### config.mk
export PLATFORM = sky130hd
export DESIGN_NAME = shared_array_two_stacks_unit
export DESIGN_NICKNAME = d
export VERILOG_FILES = /design/src/hdl/sats_pkg.sv /design/src/hdl/shared_array_two_stacks_unit.sv /design/src/hdl/sats_ctrl.sv /design/src/hdl/sats_dp.sv
export SDC_FILE = /design/constraint.sdc
export NUM_CORES = 2
export LEC_CHECK = 0
export BUFFER_PORTS_ARGS = -buffer_cell sky130_fd_sc_hd__buf_2
export CORE_ASPECT_RATIO = 1.4
export CORE_MARGIN = 2
export CORE_UTILIZATION = 56
export DETAILED_ROUTE_END_ITERATION = 7
export PLACE_DENSITY = 0.86
export SLEW_MARGIN = 20
export SYNTH_ARGS = -nofsm -noshare
export SYNTH_HDL_FRONTEND = slang
export SYNTH_SLANG_ARGS = --single-unit
### constraint.sdc
create_clock -name clk_i -period 4.1 [get_ports clk_i]
set_input_delay 0.615 -clock clk_i [delete_from_list [all_inputs] [get_ports clk_i]]
set_output_delay 0.615 -clock clk_i [all_outputs]
set_load 0.05 [all_outputs]
### src/hdl/sats_pkg.sv
`default_nettype none

package sats_pkg;

  localparam int Depth = 32;
  localparam int AddrW = $clog2(Depth);
  localparam int CntW  = $clog2(Depth + 1);
  localparam int WordW = 32;

  typedef enum logic [2:0] {
    OP_PUSH_A = 3'd0,
    OP_PUSH_B = 3'd1,
    OP_POP_A  = 3'd2,
    OP_POP_B  = 3'd3,
    OP_LIST_A = 3'd4,
    OP_LIST_B = 3'd5
  } op_e;

  typedef enum logic [1:0] {
    ST_OK        = 2'd0,
    ST_OVERFLOW  = 2'd1,
    ST_UNDERFLOW = 2'd2,
    ST_EMPTY     = 2'd3
  } status_e;

  typedef enum logic [2:0] {
    S_IDLE   = 3'b001,
    S_EXEC   = 3'b010,
    S_RDWAIT = 3'b100
  } state_e;

  // controller to datapath
  typedef struct packed {
    logic    load;
    logic    emit;
    status_e emit_status;
    logic    push;
    logic    rd_start;
    logic    rd_emit;
  } cmd_t;

  // datapath to controller
  typedef struct packed {
    op_e  op;
    logic empty_a;
    logic empty_b;
    logic full;
    logic slot_free;
    logic rem_last;
  } stat_t;

endpackage

`default_nettype wire

### src/hdl/shared_array_two_stacks_unit.sv
// Two stacks in one 32-word store. A push, or a pop or list of an empty stack,
// gets its result from S_EXEC; a pop or a non-empty list reads the store first
// and gets its results from S_RDWAIT. A list then streams one entry per cycle
// while the output is not stalled, paced by the single read port.
// Reset clears both counts and the controller; the store is not cleared.
`default_nettype none

module shared_array_two_stacks_unit
  import sats_pkg::*;
(
  input  wire                     clk_i,
  input  wire                     rst_ni,
  // input channel
  input  wire                     in_valid_i,
  output logic                    in_stall_o,
  input  wire [2:0]               in_operation_i,
  input  wire signed [WordW-1:0]  in_push_value_i,
  // result channel
  output logic                    out_valid_o,
  input  wire                     out_stall_i,
  output logic signed [WordW-1:0] out_word_o,
  output logic [1:0]              out_status_o,
  output logic                    out_last_o
);

  cmd_t  cmd;
  stat_t stat;

  // Controller: takes one transfer in idle, then sequences the push, the pop
  // read, or the list stream, holding each result until the output slot frees.
  sats_ctrl u_ctrl (
    .clk_i      (clk_i),
    .rst_ni     (rst_ni),
    .in_valid_i (in_valid_i),
    .in_stall_o (in_stall_o),
    .stat_i     (stat),
    .cmd_o      (cmd)
  );

  // Datapath: operand capture, both counts, the shared store with its
  // registered read, list pointer and countdown, and the output register.
  // Only pushed entries are ever read, so the store needs no clearing pass.
  sats_dp u_dp (
    .clk_i           (clk_i),
    .rst_ni          (rst_ni),
    .cmd_i           (cmd),
    .stat_o          (stat),
    .in_operation_i  (in_operation_i),
    .in_push_value_i (in_push_value_i),
    .out_valid_o     (out_valid_o),
    .out_stall_i     (out_stall_i),
    .out_word_o      (out_word_o),
    .out_status_o    (out_status_o),
    .out_last_o      (out_last_o)
  );

endmodule

`default_nettype wire

### src/hdl/sats_ctrl.sv
`default_nettype none

module sats_ctrl
  import sats_pkg::*;
(
  input  wire   clk_i,
  input  wire   rst_ni,
  input  wire   in_valid_i,
  output logic  in_stall_o,
  input  stat_t stat_i,
  output cmd_t  cmd_o
);

  state_e state_q, state_d;

  assign in_stall_o = (state_q != S_IDLE);

  always_comb begin
    state_d            = state_q;
    cmd_o              = '0;
    cmd_o.emit_status  = ST_OK;
    case (state_q)
      S_IDLE: begin
        if (in_valid_i) begin
          cmd_o.load = 1'b1;
          state_d    = S_EXEC;
        end
      end
      S_EXEC: begin
        case (stat_i.op)
          OP_PUSH_A, OP_PUSH_B: begin
            if (stat_i.slot_free) begin
              cmd_o.emit        = 1'b1;
              cmd_o.emit_status = stat_i.full ? ST_OVERFLOW : ST_OK;
              cmd_o.push        = !stat_i.full;
              state_d           = S_IDLE;
            end
          end
          OP_POP_A, OP_POP_B, OP_LIST_A, OP_LIST_B: begin
            if ((stat_i.op == OP_POP_A || stat_i.op == OP_LIST_A) ? stat_i.empty_a
                                                                  : stat_i.empty_b) begin
              if (stat_i.slot_free) begin
                cmd_o.emit        = 1'b1;
                cmd_o.emit_status = (stat_i.op == OP_POP_A || stat_i.op == OP_POP_B)
                                    ? ST_UNDERFLOW : ST_EMPTY;
                state_d           = S_IDLE;
              end
            end else begin
              cmd_o.rd_start = 1'b1;
              state_d        = S_RDWAIT;
            end
          end
          default: begin
            // unused operation code: drop it
            state_d = S_IDLE;
          end
        endcase
      end
      S_RDWAIT: begin
        if (stat_i.slot_free) begin
          cmd_o.rd_emit = 1'b1;
          if (stat_i.rem_last) begin
            state_d = S_IDLE;
          end
        end
      end
      default: begin
        state_d = S_IDLE;
      end
    endcase
  end

  always_ff @(posedge clk_i or negedge rst_ni) begin
    if (!rst_ni) begin
      state_q <= S_IDLE;
    end else begin
      state_q <= state_d;
    end
  end

endmodule

`default_nettype wire

### src/hdl/sats_dp.sv
`default_nettype none

module sats_dp
  import sats_pkg::*;
(
  input  wire                     clk_i,
  input  wire                     rst_ni,
  input  cmd_t                    cmd_i,
  output stat_t                   stat_o,
  input  wire [2:0]               in_operation_i,
  input  wire signed [WordW-1:0]  in_push_value_i,
  output logic                    out_valid_o,
  input  wire                     out_stall_i,
  output logic signed [WordW-1:0] out_word_o,
  output logic [1:0]              out_status_o,
  output logic                    out_last_o
);

  logic [WordW-1:0] mem [Depth];
  logic [WordW-1:0] rdata_q;

  op_e              op_q;
  logic [WordW-1:0] val_q;
  logic [CntW-1:0]  count_a_q, count_b_q;
  logic [AddrW-1:0] ptr_q;
  logic [CntW-1:0]  rem_q;

  logic             out_valid_q;
  logic [WordW-1:0] word_q;
  status_e          status_q;
  logic             last_q;

  logic [CntW:0]    total;
  logic             rem_last;
  logic             list_up;
  logic [CntW-1:0]  a_top, b_top, b_free;
  logic             rd_en;
  logic [AddrW-1:0] rd_addr;
  logic [AddrW-1:0] wr_addr;

  assign total    = {1'b0, count_a_q} + {1'b0, count_b_q};
  assign rem_last = (rem_q == CntW'(1));
  assign list_up  = (op_q == OP_POP_B) || (op_q == OP_LIST_B);
  assign a_top    = count_a_q - CntW'(1);
  assign b_top    = CntW'(Depth) - count_b_q;
  assign b_free   = CntW'(Depth - 1) - count_b_q;

  assign stat_o.op        = op_q;
  assign stat_o.empty_a   = (count_a_q == '0);
  assign stat_o.empty_b   = (count_b_q == '0);
  assign stat_o.full      = (total >= (CntW + 1)'(Depth));
  assign stat_o.slot_free = !out_valid_q || !out_stall_i;
  assign stat_o.rem_last  = rem_last;

  assign rd_en   = cmd_i.rd_start || (cmd_i.rd_emit && !rem_last);
  assign rd_addr = cmd_i.rd_start ? (list_up ? b_top[AddrW-1:0] : a_top[AddrW-1:0])
                                  : (list_up ? ptr_q + AddrW'(1) : ptr_q - AddrW'(1));
  assign wr_addr = (op_q == OP_PUSH_A) ? count_a_q[AddrW-1:0] : b_free[AddrW-1:0];

  // operand capture
  always_ff @(posedge clk_i) begin
    if (cmd_i.load) begin
      op_q  <= op_e'(in_operation_i);
      val_q <= in_push_value_i;
    end
  end

  // shared store: one write port, one registered read port
  always_ff @(posedge clk_i) begin
    if (cmd_i.push) begin
      mem[wr_addr] <= val_q;
    end
    if (rd_en) begin
      rdata_q <= mem[rd_addr];
    end
  end

  always_ff @(posedge clk_i) begin
    if (rd_en) begin
      ptr_q <= rd_addr;
    end
    if (cmd_i.rd_start) begin
      if (op_q == OP_LIST_A) begin
        rem_q <= count_a_q;
      end else if (op_q == OP_LIST_B) begin
        rem_q <= count_b_q;
      end else begin
        rem_q <= CntW'(1);
      end
    end else if (cmd_i.rd_emit && !rem_last) begin
      rem_q <= rem_q - CntW'(1);
    end
  end

  always_ff @(posedge clk_i or negedge rst_ni) begin
    if (!rst_ni) begin
      count_a_q <= '0;
      count_b_q <= '0;
    end else begin
      if (cmd_i.push && op_q == OP_PUSH_A) begin
        count_a_q <= count_a_q + CntW'(1);
      end else if (cmd_i.rd_start && op_q == OP_POP_A) begin
        count_a_q <= a_top;
      end
      if (cmd_i.push && op_q == OP_PUSH_B) begin
        count_b_q <= count_b_q + CntW'(1);
      end else if (cmd_i.rd_start && op_q == OP_POP_B) begin
        count_b_q <= count_b_q - CntW'(1);
      end
    end
  end

  // output register
  always_ff @(posedge clk_i or negedge rst_ni) begin
    if (!rst_ni) begin
      out_valid_q <= 1'b0;
    end else if (cmd_i.emit || cmd_i.rd_emit) begin
      out_valid_q <= 1'b1;
    end else if (!out_stall_i) begin
      out_valid_q <= 1'b0;
    end
  end

  always_ff @(posedge clk_i) begin
    if (cmd_i.emit) begin
      word_q   <= '0;
      status_q <= cmd_i.emit_status;
      last_q   <= 1'b1;
    end else if (cmd_i.rd_emit) begin
      word_q   <= rdata_q;
      status_q <= ST_OK;
      last_q   <= rem_last;
    end
  end

  assign out_valid_o  = out_valid_q;
  assign out_word_o   = word_q;
  assign out_status_o = status_q;
  assign out_last_o   = last_q;

`ifndef SYNTHESIS
  a_total_bound: assert property (@(posedge clk_i) disable iff (!rst_ni)
    total <= (CntW + 1)'(Depth))
    else $error("stack counts exceed the store depth");

  a_refused_push_holds: assert property (@(posedge clk_i) disable iff (!rst_ni)
    (cmd_i.emit && cmd_i.emit_status == ST_OVERFLOW) |=> $stable(total))
    else $error("refused push changed the counts");

  a_stream_countdown: assert property (@(posedge clk_i) disable iff (!rst_ni)
    (cmd_i.rd_emit && !rem_last) |=> (rem_q == $past(rem_q) - CntW'(1)))
    else $error("list countdown slipped");

  a_emit_exclusive: assert property (@(posedge clk_i) disable iff (!rst_ni)
    !(cmd_i.emit && cmd_i.rd_emit) && !(cmd_i.push && cmd_i.rd_start))
    else $error("conflicting datapath commands");
`endif

endmodule

`default_nettype wire
==> metrics.log <==
INFO  metric synth_seq_cells = approximately 1,200
INFO  metric slew_headroom = 23.4%
INFO  metric antenna_violations_before_repair = 6
INFO  metric hold_violations = 0
INFO  metric net-switching-power = 12,900 uW
INFO  metric clk-insertion-delay-late = 0.71 ns
INFO  metric post_cts_buffers = 0
INFO  metric crit_path_end_kind = flip-flop
INFO  metric area_delta_synth_final = 13.3%
INFO  metric slew_viol_final = 0
INFO  metric max_freq = 244 MHz
INFO  metric inserted_clock_buffers = 98
INFO  metric die_width = 243 um
INFO  metric maxCapViolCount = 0
INFO  metric groute.layer.met2.usage = 48.8%
INFO  metric power-per-cell-area = 707 nW/um^2
INFO  metric grt-ovfl-total = 0
INFO  metric gp_routability_congestion = 0.868
INFO  metric syn_nets = approximately 3,200
INFO  metric clk_path_buf_depth = 3
INFO  metric via_per_inst = between 6 and 7
INFO  metric groute.layer.met3.usage = 8.37%
INFO  metric path_class = flip-flop to flip-flop
INFO  metric power_switching_share = 35.8%
INFO  metric finalSetupViolations = 0
INFO  metric floorplan.core_area = 79,200 um^2
INFO  metric drive_above_1_share = 13.5%
INFO  metric p_int = 23,100 uW
INFO  metric drcViolationCount = 0
INFO  metric max_stage_delay = 0.48 ns
INFO  metric synth_seq_area_share = 76.2%
INFO  metric critPathRequiredTime = 4.54 ns
INFO  metric share_seq_of_total_power = between 40% and 50%
INFO  metric cts.clk_slew.worst_paths = roughly 0.07 ns
INFO  metric ys_warn_count = 0
INFO  metric ant_nets = 0
INFO  metric synth.lib_cells_used.distinct = 57
INFO  metric dieHeight = 339 um
INFO  metric synth-edff-count = between 1,000 and 1,500
INFO  metric combPwrFrac = about a third
INFO  metric drt_iter0_drc = 5,215
INFO  metric layout.cells.most_common_list = sky130_fd_sc_hd__edfxtp_1, sky130_fd_sc_hd__nand2_1, sky130_fd_sc_hd__a21oi_1, sky130_fd_sc_hd__a32oi_1, sky130_fd_sc_hd__o22ai_1
INFO  metric io_pins = 76
INFO  metric i_o_buffers = 75
INFO  metric share_of_synthesized_registers_carrying_an_async_set_or_reset = 1.39%
INFO  metric min-delay-path-class = primary input to flip-flop
INFO  metric routed_wirelength = about 130,000 um
INFO  metric worst_ep_arrival_time = 4.53 ns
INFO  metric avgSynthCellArea = 14.1 um^2
INFO  metric grt_start_max_net_pins = 119
INFO  metric critical_path.most_common_cell = sky130_fd_sc_hd__buf_4
INFO  metric period_needed = 4.09 ns
INFO  metric timing.critical_path.fanout_max = 79
INFO  metric ir_drop = 0.534 mV
INFO  metric initial_utilization = a little under three fifths
INFO  metric buffering_stage_count_on_the_worst_path_with_inverters_included = 5
INFO  metric final.period_utilization = 99.8%
INFO  metric leakagePower = 0.0168 uW
INFO  metric clkPwrFrac = 25.5%
INFO  metric post_synth_instance_area = 44,900 um^2
INFO  metric worst_setup_path_start_kind = flip-flop
INFO  metric wl_per_cell = 29.0 um
INFO  metric cts.htree.levels = 3
INFO  metric outcome = completed
INFO  metric top_usage_layer_grt = met2
INFO  metric num_rows = between 100 and 150
INFO  metric first_pass_iters = 6
INFO  metric ys.flop_type = sky130_fd_sc_hd__edfxtp_1
INFO  metric fin_nets = 3,368
INFO  metric place.detailed.hpwl = roughly 71,000 um
INFO  metric cp_slowest_cell = sky130_fd_sc_hd__nor4_2
INFO  metric critical_path.cell_chain = buf_4 -> inv_1 -> ha_1 -> nor3b_2 -> nand3_1 -> and2_2 -> o22a_4 -> clkinv_16 -> buf_16 -> buf_4 -> a21oi_1 -> a32oi_1 -> o22ai_1 -> nor4_2
INFO  metric vias = 30,289
INFO  metric clock-skew-final = roughly 0.048 ns
INFO  metric global_route_wire_length_before_repair = between 150,000 and 200,000 um
INFO  metric final_common_cell = sky130_fd_sc_hd__edfxtp_1
INFO  metric die_area = 82,500 um^2
INFO  metric worst-r2r-setup-slack = approximately 0.0067 ns
INFO  metric antenna_cells_inserted = 0
INFO  metric cts.sinks = 1,153
INFO  metric via_count_of_the_first_global_routing_pass = about 29,000
INFO  metric finalSetupTns = 0 ns
INFO  metric fillerInstances = a little under 5,000
INFO  metric unrepaired_setup_endpoints_after_global_routing = true
INFO  metric root_buffer_cell = sky130_fd_sc_hd__clkbuf_16
INFO  metric groute.layer.met1.usage = 36.3%
INFO  metric postLayoutCoreUtil = 64.3%
INFO  metric worst_path_dominant_cell_family = simple AND/OR/NAND/NOR gates
INFO  metric synthCells = 3,179
INFO  metric track_usage = 30.5%
INFO  metric hold-worst-slack = roughly 0.082 ns
INFO  metric max_slew.worst_pin.slew = 1.15 ns
INFO  metric cts_tree = done
-- cell type report --
cell class	count	area (um^2)	area share (%)
Timing Repair Buffer	249	2320	4.57
Tap cell	1054	1320	2.59
Multi-Input combinational cell	1795	9850	19.4
Inverter	11	67.6	0.133
Clock buffer	118	2570	5.04
Clock inverter	59	558	1.10
Sequential cell	1153	34200	67.2
-- through the flow --
stage / cells / area (um^2) / setup WS (ns) / total power, uW
after CTS: 4434 / 50800 / 0.0615 / 35500
after floorplan: 3179 / 44900 / -0.0900 / 22000
after detailed placement: 4256 / 47600 / 0.121 / 26200
final: 4439 / 50900 / 0.00669 / 36000
after global placement: 4256 / 47600 / 0.381 / 25800
after global routing: 4439 / 50900 / -0.0828 / 37000
-- cells in the mapped netlist (all sizes together), types with 5 or more instances --
library cell / number / area (um^2)
buf: 162 / 900
nand2: 867 / 3260
mux2i: 5 / 62.6
inv: 10 / 37.5
nand2b: 5 / 31.3
nor3: 15 / 75.1
o21ai: 17 / 85.1
ha: 18 / 225
dfrtp: 15 / 375
o22ai: 129 / 807
edfxtp: 1104 / 33200
nor4: 33 / 206
a32oi: 256 / 2240
nand3: 8 / 40.0
xor2: 7 / 61.3
nor3b: 7 / 68.8
clkbuf: 58 / 218
a21o: 5 / 37.5
xnor2: 18 / 158
nor2: 48 / 180
nand3b: 6 / 45.0
dfxtp: 33 / 661
mux2: 8 / 90.1
a21oi: 306 / 1530
-- what timing repair did --
item / 4_1_cts / 5_1_grt
gates resized for setup: 0 / 10
endpoints found under the hold margin: 15 / 0
setup endpoints to repair: 0 / 7
hold buffers: 1 / 0
-- layer usage --
| metal | share of wire [%] | routed length (um) | up-vias |
|---|---|---|---|
| met4 | 7.4 | 9470 | 8 |
| met3 | 14 | 18100 | 674 |
| met5 | 0.036 | 46 | - |
| li1 | - | - | 12361 |
| met1 | 31 | 40100 | 14434 |
| met2 | 47 | 61100 | 2812 |
-- kinds of logic (layout without fill, tap and decap cells) --
group | Yosys count | after routing | share of synthesized area, %
AOI/OAI and AO/OA | 733 | 733 | 10.9
DFF | 1153 | 1153 | 76.2
adders and majority gates | 22 | 22 | 0.657
and+or+nand+nor | 1002 | 1002 | 8.88
xor gates and xnor gates | 25 | 25 | 0.487
buffers and inverters | 231 | 437 | 2.61
muxes | 13 | 13 | 0.340
-- worst register-to-register path, delay by kind of cell, from the launching register on --
family	cells	cell delay (ns)
buffers and inverters	5	1.09
DFF	1	0.46
and+or+nand+nor	4	1.12
adders and majority gates	1	0.21
AOI/OAI and AO/OA	4	0.96
-- flip-flops by register name (all words and copies together) (netlist names) --
signal,cells
u_dp.rem_q,6
u_dp.ptr_q,5
u_ctrl.state_q,3
u_dp.count_a_q,6
u_dp.out_word_o,32
u_dp.val_q,32
u_dp.out_status_o,2
u_dp.rdata_q,32
u_dp.mem,1024
u_dp.op_q,3
u_dp.out_last_o,1
u_dp.count_b_q,6
u_dp.out_valid_o,1
-- power by group through the flow --
stage / clock network [uW] / registers (uW) / logic [uW]
6_report: 9190 / 15000 / 11800
5_1_grt: 9620 / 15000 / 12300
4_1_cts: 9200 / 15000 / 11200
3_5_place_dp: 0 / 15300 / 11000
3_3_place_gp: 0 / 15200 / 10600
2_1_floorplan: 0 / 15400 / 6580
-- path summary, 6_finish.rpt --
check / from / to / cells past startpoint
max in group asynchronous: rst_ni / u_ctrl.state_q[0]$_DFFE_PN1P_ / 2
worst max register to register: u_dp.count_b_q[0]$_DFFE_PN0P_ / u_dp.rdata_q[6]$_DFFE_PP_ / 14
worst min register to register: u_dp.out_word_o[28]$_SDFFE_PP0P_ / u_dp.out_word_o[28]$_SDFFE_PP0P_ / 2
min in group asynchronous: rst_ni / u_dp.count_b_q[3]$_DFFE_PN0P_ / 2
worst max-delay path: u_dp.count_b_q[0]$_DFFE_PN0P_ / u_dp.rdata_q[6]$_DFFE_PP_ / 14
worst min-delay path: in_push_value_i[3] / u_dp.val_q[3]$_DFFE_PP_ / 1
No activity file was read; power rests on OpenSTA's default activity.
